==> config.mk <==
export PLATFORM = sky130hd
export DESIGN_NAME = sstf_disk_request_scheduler_top
export DESIGN_NICKNAME = d
export VERILOG_FILES = /design/src/hw/rtl/sstf_pkg.sv /design/src/hw/rtl/sstf_store.sv /design/src/hw/rtl/sstf_scan.sv /design/src/hw/rtl/sstf_disk_request_scheduler_top.sv
export SDC_FILE = /design/constraint.sdc
export NUM_CORES = 1
export LEC_CHECK = 0
export BUFFER_PORTS_ARGS = -buffer_cell sky130_fd_sc_hd__buf_2
export CAP_MARGIN = 25
export CORE_ASPECT_RATIO = 1.25
export CORE_MARGIN = 2
export CORE_UTILIZATION = 50
export CTS_CLUSTER_SIZE = 8
export DETAILED_ROUTE_END_ITERATION = 8
export GPL_TIMING_DRIVEN = 0
export PLACE_DENSITY_LB_ADDON = 0.3
export SETUP_SLACK_MARGIN = 0.15
export SLEW_MARGIN = 0
export SYNTH_ARGS = -nofsm -noshare
export SYNTH_HDL_FRONTEND = slang
export SYNTH_HIERARCHICAL = 1
export SYNTH_SLANG_ARGS = --single-unit
==> constraint.sdc <==
create_clock -name clk -period 7.75 [get_ports clk]
set_input_delay 0.3875 -clock clk [delete_from_list [all_inputs] [get_ports clk]]
set_output_delay 0.3875 -clock clk [all_outputs]
set_load 0.01 [all_outputs]
==> src/hw/rtl/sstf_pkg.sv <==
// Package for the SSTF disk request scheduler.
// Holds word types, field widths, function codes and default parameters.
// No dependencies.
package sstf_pkg;

    // Fixed field widths of the request and response words
    localparam int POS_W   = 16;
    localparam int DIST_W  = 16;
    localparam int TOTAL_W = 21;

    // Parameter defaults
    localparam int MAX_REQUESTS_DEF = 32;
    localparam int TRACK_BITS_DEF   = 16;

    // Function codes of a request word
    localparam logic FUNC_LOAD = 1'b0;
    localparam logic FUNC_RUN  = 1'b1;

    typedef struct packed {
        logic             func;
        logic [POS_W-1:0] position;
    } req_word_t;

    typedef struct packed {
        logic [POS_W-1:0]   head_track;
        logic [DIST_W-1:0]  move_distance;
        logic [TOTAL_W-1:0] total_seek;
        logic               dropped;
        logic               last;
    } rsp_word_t;

    // Control from the sequencer to the compare unit
    typedef struct packed {
        logic clear;
        logic valid;
        logic served;
    } scan_ctrl_t;

    // Status from the compare unit back to the sequencer
    typedef struct packed {
        logic found;
    } scan_stat_t;

endpackage

==> src/hw/rtl/sstf_store.sv <==
// Request track store: one write port, one registered read port.
// Depends on nothing outside this file.
module sstf_store #(
    parameter int DEPTH  = 32,
    parameter int WIDTH  = 16,
    parameter int ADDR_W = 5
) (
    input  logic              clk,
    input  logic              wr_en,
    input  logic [ADDR_W-1:0] wr_addr,
    input  logic [WIDTH-1:0]  wr_data,
    input  logic [ADDR_W-1:0] rd_addr,
    output logic [WIDTH-1:0]  rd_data
);

    logic [WIDTH-1:0] mem [DEPTH];

    // Write a loaded track
    always_ff @(posedge clk)
    begin
        if (wr_en)
        begin
            mem[wr_addr] <= wr_data;
        end
    end

    // Read one entry per cycle, registered
    always_ff @(posedge clk)
    begin
        rd_data <= mem[rd_addr];
    end

endmodule

==> src/hw/rtl/sstf_scan.sv <==
// Shared distance and compare unit: keeps the nearest unserved entry of a scan.
// Depends on sstf_pkg.
module sstf_scan #(
    parameter int TRACK_BITS = 16,
    parameter int IDX_W      = 5
) (
    input  logic                    clk,
    input  logic                    rst_n,
    input  sstf_pkg::scan_ctrl_t    ctrl,
    input  logic [TRACK_BITS-1:0]   head,
    input  logic [TRACK_BITS-1:0]   entry,
    input  logic [IDX_W-1:0]        entry_idx,
    output sstf_pkg::scan_stat_t    stat,
    output logic [IDX_W-1:0]        best_idx,
    output logic [TRACK_BITS-1:0]   best_dist,
    output logic [TRACK_BITS-1:0]   best_track
);
    import sstf_pkg::*;

    logic                  found_reg;
    logic [IDX_W-1:0]      best_idx_reg;
    logic [TRACK_BITS-1:0] best_dist_reg;
    logic [TRACK_BITS-1:0] best_track_reg;
    logic [TRACK_BITS-1:0] gap;
    logic                  take;

    // Absolute gap between head and entry, strict compare keeps lowest index on ties
    always_comb
    begin
        gap  = (head >= entry) ? (head - entry) : (entry - head);
        take = ctrl.valid && !ctrl.served && (!found_reg || (gap < best_dist_reg));
    end

    // Clear at scan start, capture a better candidate
    always_ff @(posedge clk or negedge rst_n)
    begin
        if (!rst_n)
        begin
            found_reg <= 1'b0;
        end
        else if (ctrl.clear)
        begin
            found_reg <= 1'b0;
        end
        else if (take)
        begin
            found_reg <= 1'b1;
        end
    end

    // Hold best candidate payload
    always_ff @(posedge clk)
    begin
        if (take && !ctrl.clear)
        begin
            best_idx_reg   <= entry_idx;
            best_dist_reg  <= gap;
            best_track_reg <= entry;
        end
    end

    assign stat.found = found_reg;
    assign best_idx   = best_idx_reg;
    assign best_dist  = best_dist_reg;
    assign best_track = best_track_reg;

endmodule

==> src/hw/rtl/sstf_disk_request_scheduler_top.sv <==
// A load word is taken only in the idle state; loads are accepted back to back.
// A run word with n > 0 stored requests gives its start word, then one served word
// per scan pass: the shared compare unit reads one store entry per cycle over
// the n entries, then a drain state and an emit state follow.
// Reset clears the request count, served bits, overflow flag and all control.
module sstf_disk_request_scheduler_top #(
    parameter int MAX_REQUESTS = sstf_pkg::MAX_REQUESTS_DEF,
    parameter int TRACK_BITS   = sstf_pkg::TRACK_BITS_DEF
) (
    input  logic                clk,
    input  logic                rst_n,
    input  logic                req_valid,
    output logic                req_ready,
    input  sstf_pkg::req_word_t req,
    output logic                rsp_valid,
    input  logic                rsp_ready,
    output sstf_pkg::rsp_word_t rsp
);
    import sstf_pkg::*;

    localparam int CNT_W = $clog2(MAX_REQUESTS + 1);
    localparam int IDX_W = (MAX_REQUESTS > 1) ? $clog2(MAX_REQUESTS) : 1;

    typedef enum logic [4:0] {
        S_IDLE  = 5'b00001,
        S_START = 5'b00010,
        S_SCAN  = 5'b00100,
        S_DRAIN = 5'b01000,
        S_EMIT  = 5'b10000
    } state_t;

    state_t                   state_reg;
    state_t                   state_next;
    logic [CNT_W-1:0]         count_reg;
    logic                     overflow_reg;
    logic [MAX_REQUESTS-1:0]  served_reg;
    logic [TRACK_BITS-1:0]    head_reg;
    logic [TOTAL_W-1:0]       total_reg;
    logic                     drop_reg;
    logic [CNT_W-1:0]         n_reg;
    logic [IDX_W-1:0]         idx_reg;
    logic [CNT_W-1:0]         k_reg;
    logic                     cmp_valid_reg;
    logic [IDX_W-1:0]         cmp_idx_reg;
    logic                     cmp_served_reg;
    logic                     rsp_valid_reg;
    rsp_word_t                rsp_reg;

    logic                     req_fire;
    logic                     out_free;
    logic                     emit_fire;
    logic                     emit_last;
    logic                     issue_last;
    logic                     store_wr;
    logic [CNT_W-1:0]         n_last;
    logic [TOTAL_W-1:0]       total_sum;
    logic [TRACK_BITS-1:0]    rd_track;
    scan_ctrl_t               scan_ctrl;
    scan_stat_t               scan_stat;
    logic [IDX_W-1:0]         best_idx;
    logic [TRACK_BITS-1:0]    best_dist;
    logic [TRACK_BITS-1:0]    best_track;

    // Handshake and sequencing conditions
    always_comb
    begin
        req_ready  = (state_reg == S_IDLE);
        req_fire   = req_valid && req_ready;
        out_free   = !rsp_valid_reg || rsp_ready;
        emit_fire  = ((state_reg == S_START) || (state_reg == S_EMIT)) && out_free;
        n_last     = n_reg - CNT_W'(1);
        emit_last  = (state_reg == S_EMIT) && (k_reg == n_last);
        issue_last = (CNT_W'(idx_reg) == n_last);
        store_wr   = req_fire && (req.func == FUNC_LOAD)
                     && (count_reg < CNT_W'(MAX_REQUESTS));
        total_sum  = total_reg + TOTAL_W'(best_dist);
    end

    // Next state
    always_comb
    begin
        state_next = state_reg;
        case (state_reg)
            S_IDLE:
            begin
                if (req_fire && (req.func == FUNC_RUN) && (count_reg != '0))
                begin
                    state_next = S_START;
                end
            end
            S_START:
            begin
                if (out_free)
                begin
                    state_next = S_SCAN;
                end
            end
            S_SCAN:
            begin
                if (issue_last)
                begin
                    state_next = S_DRAIN;
                end
            end
            S_DRAIN:
            begin
                state_next = S_EMIT;
            end
            S_EMIT:
            begin
                if (out_free)
                begin
                    state_next = emit_last ? S_IDLE : S_SCAN;
                end
            end
            default:
            begin
                state_next = S_IDLE;
            end
        endcase
    end

    // Compare unit control: clear before each scan pass
    always_comb
    begin
        scan_ctrl.clear  = emit_fire && !emit_last;
        scan_ctrl.valid  = cmp_valid_reg;
        scan_ctrl.served = cmp_served_reg;
    end

    // Sequencer, store bookkeeping and output register
    always_ff @(posedge clk or negedge rst_n)
    begin
        if (!rst_n)
        begin
            state_reg      <= S_IDLE;
            count_reg      <= '0;
            overflow_reg   <= 1'b0;
            served_reg     <= '0;
            head_reg       <= '0;
            total_reg      <= '0;
            drop_reg       <= 1'b0;
            n_reg          <= '0;
            idx_reg        <= '0;
            k_reg          <= '0;
            cmp_valid_reg  <= 1'b0;
            cmp_idx_reg    <= '0;
            cmp_served_reg <= 1'b0;
            rsp_valid_reg  <= 1'b0;
            rsp_reg        <= '0;
        end
        else
        begin
            state_reg      <= state_next;
            cmp_valid_reg  <= (state_reg == S_SCAN);
            cmp_idx_reg    <= idx_reg;
            cmp_served_reg <= served_reg[idx_reg];

            // Raise the output word on emit, drop it once taken
            if (emit_fire)
            begin
                rsp_valid_reg <= 1'b1;
            end
            else if (rsp_ready)
            begin
                rsp_valid_reg <= 1'b0;
            end

            // Accept load or run word
            if (req_fire)
            begin
                if (req.func == FUNC_LOAD)
                begin
                    if (store_wr)
                    begin
                        count_reg <= count_reg + CNT_W'(1);
                    end
                    else
                    begin
                        overflow_reg <= 1'b1;
                    end
                end
                else
                begin
                    head_reg     <= TRACK_BITS'(req.position);
                    total_reg    <= '0;
                    drop_reg     <= overflow_reg;
                    overflow_reg <= 1'b0;
                    n_reg        <= count_reg;
                    served_reg   <= '0;
                end
            end

            // Emit start word
            if ((state_reg == S_START) && out_free)
            begin
                rsp_reg.head_track    <= POS_W'(head_reg);
                rsp_reg.move_distance <= '0;
                rsp_reg.total_seek    <= '0;
                rsp_reg.dropped       <= drop_reg;
                rsp_reg.last          <= 1'b0;
                idx_reg               <= '0;
                k_reg                 <= '0;
            end

            // Advance scan address
            if (state_reg == S_SCAN)
            begin
                idx_reg <= issue_last ? '0 : (idx_reg + IDX_W'(1));
            end

            // Emit served word, move head, mark entry served
            if ((state_reg == S_EMIT) && out_free)
            begin
                rsp_reg.head_track    <= POS_W'(best_track);
                rsp_reg.move_distance <= DIST_W'(best_dist);
                rsp_reg.total_seek    <= total_sum;
                rsp_reg.dropped       <= drop_reg;
                rsp_reg.last          <= emit_last;
                total_reg             <= total_sum;
                head_reg              <= best_track;
                served_reg[best_idx]  <= 1'b1;
                k_reg                 <= k_reg + CNT_W'(1);
                idx_reg               <= '0;
                if (emit_last)
                begin
                    count_reg <= '0;
                end
            end
        end
    end

    assign rsp_valid = rsp_valid_reg;
    assign rsp       = rsp_reg;

    sstf_store #(
        .DEPTH  (MAX_REQUESTS),
        .WIDTH  (TRACK_BITS),
        .ADDR_W (IDX_W)
    ) u_store (
        .clk     (clk),
        .wr_en   (store_wr),
        .wr_addr (count_reg[IDX_W-1:0]),
        .wr_data (TRACK_BITS'(req.position)),
        .rd_addr (idx_reg),
        .rd_data (rd_track)
    );

    sstf_scan #(
        .TRACK_BITS (TRACK_BITS),
        .IDX_W      (IDX_W)
    ) u_scan (
        .clk        (clk),
        .rst_n      (rst_n),
        .ctrl       (scan_ctrl),
        .head       (head_reg),
        .entry      (rd_track),
        .entry_idx  (cmp_idx_reg),
        .stat       (scan_stat),
        .best_idx   (best_idx),
        .best_dist  (best_dist),
        .best_track (best_track)
    );

`ifndef SYNTH
    a_count_bound: assert property (@(posedge clk) disable iff (!rst_n)
        count_reg <= CNT_W'(MAX_REQUESTS))
        else $error("request count above capacity");

    a_emit_found: assert property (@(posedge clk) disable iff (!rst_n)
        (state_reg == S_EMIT) |-> scan_stat.found)
        else $error("served word without a candidate");

    a_run_clears: assert property (@(posedge clk) disable iff (!rst_n)
        (emit_fire && emit_last) |=> ((count_reg == '0) && (state_reg == S_IDLE)))
        else $error("store not cleared after last word");

    a_scan_pending: assert property (@(posedge clk) disable iff (!rst_n)
        (state_reg == S_SCAN) |-> (k_reg < n_reg))
        else $error("scan started with no unserved request");
`endif

endmodule
# After elaboration in Yosys (flattened, before gate mapping)
# Memories as Yosys holds them, arrays and structs flattened. A register that Yosys moved wholly into a read port is not among the register bits.
# Cells that the tools add are included.
dict set report totals {
  register_bits 200
  ram_bits 512
  input_bits 21
  output_inout_bits 57
  word_cells 125
  mem_count 1
}
dict set report classes {
  add_sub_neg 7
  order_cmp 6
  eq_ne 12
  n_mux 41
  n_bitwise 2
  reduce_logical 33
}
# name depth width rd rd_ports_with_merged_regs write_ports line
set mem_list {}
lappend mem_list {u_store.mem 32 16 1 1 1 sstf_store.sv:16} ;# logic [WIDTH-1:0] mem [DEPTH];
# op count
set op_table {}
lappend op_table {{$mux W55} 2}
lappend op_table {{$mux W32} 3}
lappend op_table {{$mux W16} 4}
lappend op_table {{$mux W21} 3}
lappend op_table {{$mux W6} 7}
lappend op_table {{$mux W5} 8}
lappend op_table {{$or A32 B32 Y32} 1}
lappend op_table {{$sub A16 B16 Y16} 2}
lappend op_table {{$pmux W5 S5} 1}
lappend op_table {{$add A21 B16 Y21} 1}
lappend op_table {{$ge A16 B16 Y1} 1}
lappend op_table {{$lt A16 B16 Y1} 1}
lappend op_table {{$logic_and A1 B1 Y1} 14}
lappend op_table {{$add A6 B1 Y6 const B} 2}
lappend op_table {{$lt A5 B6 Y1 const B} 2}
lappend op_table {{$mux W1} 10}
lappend op_table {{$reduce_bool A2 Y1} 5}
lappend op_table {{$ne A2 B2 Y1 const B} 4}
lappend op_table {{$eq A5 B6 Y1} 1}
lappend op_table {{$eq A6 B6 Y1} 1}
lappend op_table {{$lt A6 B6 Y1 const B} 1}
lappend op_table {{$reduce_and A2 Y1} 3}
lappend op_table {{$reduce_bool A6 Y1} 1}
lappend op_table {{$sub A6 B1 Y6 const B} 1}
lappend op_table {{other kinds (16)} 22}

# Longest topological paths before layout
dict set report depth {
  ltp_word 9
  depth_mapped 18
  depth_no_buf 17
}

# By module
# Netlist, hierarchy kept.
# mod n_inst cells_per_inst area_per_inst_um2 seq_area_each_um2
set by_module_without_submodules {}
lappend by_module_without_submodules {sstf_store 1 1143 20535.9 15695.1}
lappend by_module_without_submodules {sstf_disk_request_scheduler_top 1 770 7937.6 4055.1}
lappend by_module_without_submodules {sstf_scan 1 307 3118.0 1136.1}

# Least setup slack after synthesis
# No wires, ideal clock.
dict set report synth_path {
  kind {flip-flop to flip-flop}
  startpoint {reg head_reg[0]}
  endpoint {reg u_scan.best_dist_reg[0], in the netlist u_scan/best_dist[0], enable pin}
  setup_ns 0.454
  arrival_ns 5.035
  required_ns 7.296
  setup_slack_ns 2.262
  stages_incl_launch_ff 18
  n_path_buf 1
  synth_period_minus_slack_ns 5.488
  cell_sequence {dfrtp_1 inv_1 ha_1 inv_1 fa_1 nand3_1 nand4_1 a211oi_2 o21ai_4 buf_12 mux2_1 ha_1 a21boi_0 o21ai_0 a211oi_1 a211oi_1 o21ai_0 a31oi_1}
}
dict set report synth_between {
  elab_chain_cells 6
  elab_cells_between_ends 8
  cone_classes {2 x add/sub; 2 x order compare; 1 x mux; 3 x reduce/logical}
}
# element line
set synth_rtl {}
lappend synth_rtl {{from (decl)} sstf_disk_request_scheduler_top.sv:37} ;# logic [TRACK_BITS-1:0] head_reg;
lappend synth_rtl {{from (signal assigned)} sstf_disk_request_scheduler_top.sv:185} ;# head_reg <= TRACK_BITS'(req.position);
lappend synth_rtl {{from (signal assigned)} sstf_disk_request_scheduler_top.sv:221} ;# head_reg <= best_track;
lappend synth_rtl {{$sub A16 B16 Y16 or $ge A16 B16 Y1 (tied branches)} sstf_scan.sv:30} ;# gap = (head >= entry) ? (head - entry) : (entry - head);
lappend synth_rtl {{$mux W16 (*)} sstf_scan.sv:30}
lappend synth_rtl {{net u_scan.gap[1]} sstf_scan.sv:24} ;# logic [TRACK_BITS-1:0] gap;
lappend synth_rtl {{$lt A16 B16 Y1 (*)} sstf_scan.sv:31} ;# take = ctrl.valid && !ctrl.served && (!found_reg || (gap < best_dist_reg));
lappend synth_rtl {{$logic_or A1 B1 Y1 (*)} sstf_scan.sv:31}
lappend synth_rtl {{$logic_and A1 B1 Y1 (*)} sstf_scan.sv:31}
lappend synth_rtl {{$logic_and A1 B1 Y1 (*)} sstf_scan.sv:54} ;# if (take && !ctrl.clear)
lappend synth_rtl {{to (signal assigned)} sstf_scan.sv:57} ;# best_dist_reg <= gap;
lappend synth_rtl {{to (decl)} sstf_scan.sv:22} ;# logic [TRACK_BITS-1:0] best_dist_reg;
# Mark *: on every way through the listed nets, which the timed path passes. The rest lies on a longest branch.
# A chain may end at the register's enable or synchronous reset.

# Worst setup path after layout
dict set report layout_path {
  startpoint {reg head_reg[0]}
  endpoint {reg u_scan.best_track_reg[7], in the netlist u_scan/best_track[7], enable pin}
}
dict set report layout_between {
  elab_chain_cells 6
  elab_cells_between_ends 8
  cone_classes {2 x add/sub; 2 x order compare; 1 x mux; 3 x reduce/logical}
}
# element line
set layout_rtl {}
lappend layout_rtl {{$sub A16 B16 Y16 or $ge A16 B16 Y1 (tied branches)} sstf_scan.sv:30}
lappend layout_rtl {{$mux W16 (*)} sstf_scan.sv:30}
lappend layout_rtl {{net u_scan.gap[1]} sstf_scan.sv:24}
lappend layout_rtl {{$lt A16 B16 Y1 (*)} sstf_scan.sv:31}
lappend layout_rtl {{$logic_or A1 B1 Y1 (*)} sstf_scan.sv:31}
lappend layout_rtl {{$logic_and A1 B1 Y1 (*)} sstf_scan.sv:31}
lappend layout_rtl {{$logic_and A1 B1 Y1 (*)} sstf_scan.sv:54}
lappend layout_rtl {{to (signal assigned)} sstf_scan.sv:58} ;# best_track_reg <= entry;
lappend layout_rtl {{to (decl)} sstf_scan.sv:23} ;# logic [TRACK_BITS-1:0] best_track_reg;
# Marks and branches as above.

==> results by stage <==
Worst setup path:
- The kind of end point of the critical path is a flop.
- Of all nets on the critical path, the largest fanout is 22.
- STA puts the critical path data arrival time at 5.18 ns.
- The endpoint identified for the worst register-to-register timing path is u_scan/best_track[7].
- Data on the critical path is required at its endpoint by 8.08 ns.
- In this run the critical register-to-register path is launched from head_reg[0].
- By startpoint and endpoint, the worst setup path is classified as reg2reg.
- In this run the register-to-register setup slack is 2.90 ns.
- STA classifies the critical path startpoint as a flop.
- The worst register-to-register path has a depth of 18.

Clock network:
- The clock latency at the later pin of the worst-skew pair is 0.65 ns.
- After clock tree synthesis, the clock-pin slew on the worst setup and hold paths is 0.06 ns.
- The H-tree depth reported by CTS is 3.
- The number of setup buffers added after CTS is 0.
- The deepest clock path buffer count is 3.
- TritonCTS built the clock tree.
- The buffer type at the clock tree root is clkbuf_16.
- Buffers inserted during clock tree synthesis total 100.
- The number of clock sinks is 728.

Placement:
- At the end of routability-driven placement, the weighted congestion stood at 0.9126.
- The placed instances occupy a cell area of 33420 um^2.
- The post-DP HPWL is 54100 um.
- The number of instances in the placed design is 3167.
- In this run the tool buffered the top-level ports with 77 buffer cells.

Timing:
- The worst-case clock skew is 0.02717 ns.
- The number of pins with negative max-slew slack in the final report came to 0.
- The count of endpoints failing setup in the final report is 0.
- The sum of negative setup slack is 0 ns.
- The worst pin sits at a relative slew slack of 28.09%.
- The transition time at the pin with the least slew margin is 1.079 ns.
- For this run, the top clock speed supported by timing is 206.3 MHz.
- Setup repair after global routing left no endpoint under its margin.
- The final critical path takes up 62.55% of the cycle.
- For the finished layout, the period the worst path requires is 4.848 ns.
- The number of hold violations in the final report is 0.

Finish:
- The diode insertion count for antenna repair is 0.
- The finished layout holds 3313 standard cells, fillers aside.
- At the end of the flow, the number of nets in the layout was 2523.
- The layout cell share with drive strength beyond 1 is 13.83%.
- The area growth from synthesis to layout is 14.56%.
- The register with the most flip-flops in the layout has 512 of them.
- Cells fill 57.55% of the core in the end.
- The sequential cell area in the final layout is 20890 um^2.
- The layout has 5004 filler cells.
- The multi-input gate area in the final layout is 9708 um^2.
- After routing the design area is 36190 um^2.

Drt:
- The per-cell via count in the routed design is 5.879.
- The count of TritonRoute iterations in the first routing pass is 5.
- In the routed design, unresolved DRC markers number 0.
- The final layout contains routed wiring with a total length of 78650 um.
- The routed layout has 19480 vias.
- The number of design-rule violations left by the first detailed-router iteration is 1382.
- Dividing the detail-routed wire length by the instance count gives 23.74 um.
- The post-route antenna net violation count is 0.

Yosys:
- Dividing the synthesized area by the synthesized cell count gives 14.23 um^2.
- The commonest register cell after synthesis is edfxtp_1.
- For this run, the register share of the synthesized area comes to 66.11%.
- The commonest cells after synthesis are 549 x edfxtp_1, 290 x mux2i_1, 169 x nand2_1.
- The count of unique library cells instantiated by Yosys is 77.
- The number of warnings printed during yosys synthesis is 6.
- After synthesis, the share of flip-flops with an asynchronous set or reset is 22.39%.
- The most frequent cell after synthesis is edfxtp_1.
- The post-synthesis instance total is 2220.
- In this run, synthesis produced a sequential element count of 728.
- The cell type contributing the most total cell area after synthesis is edfxtp_1.
- The cell area that synthesis handed to floorplanning was 31590 um^2.
- Sorting the synthesized cells by area gives the leading types as edfxtp_1 52%, dfrtp_1 13%, mux2i_1 9.2%.
- The number of nets in the synthesized netlist is 2311.
- The number of enable-type register cells in the synthesized netlist is 549.
- The top cell type by area accounts for 52.18% of the synthesized area.

Floorplan:
- For this configuration, the core starts out at a cell density of 50.23%.
- The die covers 65220 um^2.
- The horizontal die dimension is 228.8 um.
- After floorplanning, the core was divided into 103 placement rows.
- The core region area is 62890 um^2.
- The vertical extent of the die is 285.0 um.
- In this run the count of I/O pins placed on the die edge is 78.

Global route:
- The remaining global-route overflow is 0.
- The global-route wire length before repair is 119500 um.
- The initial antenna violation count came to 1.
- Entering global routing, the biggest net connects 87 pins.
- The global-route total usage across every layer is 24.25%.
- The number of global-route vias before repair is 20200.

Power:
- Internal power comes to 8676 uW.
- Dividing total power by cell area gives a power density of 366.6 nW/um^2.
- The worst-case IR drop observed on VDD is 0.2426 mV.
- The reported net switching power is 4592 uW.
- The sequential power share is 36.3%.
- The overall power of the completed layout is 13270 uW.
- The proportion of total power due to net switching is 34.61%.
- The clock network burns 29.3% of the power.
- The leakage power total is 0.01379 uW.
- The power share of the combinational group is 34.5%.

Min path:
- The source of the worst hold timing path is req[16].
- The end point of the most critical hold path is count_reg[5].
- The depth of the worst hold-timing path is 4.
- The worst min-delay path class is in2reg.

Outcome:
- The flow ran to the end, and the final reports show no timing, DRC or antenna violations.

Run:
- Across the run, the number of max-cap violations was 0.
## logic make-up (layout without fill, tap and decap cells)
kind of cell	count (synthesis)	after routing	share of synthesized area (%)
fa+ha+maj	70	70	2.844
xor+xnor	42	42	1.164
mux	303	303	10.01
buf+inv	184	437	3.315
compound gates	441	441	9.696
simple gates	452	452	6.860
flops	728	728	66.11
## how the worst max path moves through the flow
stage | from | end | slack [ns] | depth (start not counted)
after floorplan | head_reg[0] | u_scan/best_dist[0] | 2.26 | 17
after global placement | head_reg[0] | u_scan/best_track[0] | 0.27 | 17
after detailed placement | head_reg[0] | u_scan/best_track[0] | 2.80 | 18
after CTS | head_reg[0] | u_scan/best_track[7] | 2.75 | 18
after global routing | head_reg[0] | u_scan/best_track[7] | 2.52 | 18
final | head_reg[0] | u_scan/best_track[7] | 2.90 | 18
## power groups by stage
stage / clock, uW / sequential, uW / combinational, uW
floorplan: 0 / 4800 / 3170
global placement: 0 / 4860 / 4400
detailed placement: 0 / 4880 / 4550
CTS: 3950 / 4810 / 4570
global route: 4110 / 4840 / 4970
finish: 3880 / 4810 / 4570
## timing repair
item                                   4_1_cts  5_1_grt
endpoints found under the hold margin       77        0
hold buffers                                 1        0
gates resized for setup                      0        0
## metrics by stage
| stage | hold slack [ns] | setup slack (ns) |
|---|---|---|
| 2_1_floorplan | 0.09191 | 2.262 |
| 3_3_place_gp | 0.4005 | 0.2670 |
| 3_5_place_dp | 0.4053 | 2.800 |
| 4_1_cts | 0.06053 | 2.749 |
| 5_1_grt | 0.1020 | 2.525 |
| 6_report | 0.1193 | 2.902 |
## cell usage in the layout (no fill, tap or decap), types with 5 or more instances in the layout
cell type	instances
mux2i_1	290
buf_8	14
dfrtp_1	162
and2_1	6
nor3_1	28
clkbuf_16	100
ha_1	67
inv_1	68
clkbuf_1	76
buf_2	108
edfxtp_1	549
nor2_2	14
a22o_1	80
nor2b_1	9
dfxtp_1	16
buf_4	35
nand4_1	35
xor2_1	13
nor2_1	65
buf_6	17
nand2_1	169
and3_1	7
buf_12	7
a21oi_1	79
a21o_1	26
o21ai_0	92
a211oi_1	10
a22oi_1	65
xnor2_1	29
nor3b_1	6
a31oi_1	19
a21boi_0	17
nand3_1	61
nand3b_1	12
or3_1	9
nand2b_1	8
o211ai_1	5
mux4_2	10
## layer usage
metal	global-route usage (%)	part of all wire [%]	vias up	wire length (um)
li1	-	-	8839	-
met1	28.35	39	9842	30370
met2	42.92	51	622	40140
met3	3.640	5.0	173	3936
met4	13.47	5.3	2	4203
met5	0	0.0089	-	7
## cell type report
class,instances,share of cell area [%]
flip-flops and latches,728,57.71
clock inverters,7,0.2904
well taps,840,2.904
inverters,68,0.7052
plain buffers,116,2.188
multi-input cells,1308,26.82
clock buffers,136,7.288
repair buffers,110,2.092
## worst max-delay path: stages (launching register included)
cell	delay, ns
dfrtp_1	0.40
inv_1	0.07
ha_1	0.16
inv_1	0.05
fa_1	0.38
nand3_1	0.14
nand4_1	0.14
a211oi_2	0.40
o21ai_4	0.19
buf_12	0.19
mux2_1	0.33
ha_1	0.27
a21boi_0	0.12
o21ai_0	0.15
a211oi_1	0.10
a211oi_1	0.28
o21ai_0	0.24
a31oi_4	0.61
buf_12	0.27
Note: power is estimated with default switching activity, not from simulation.
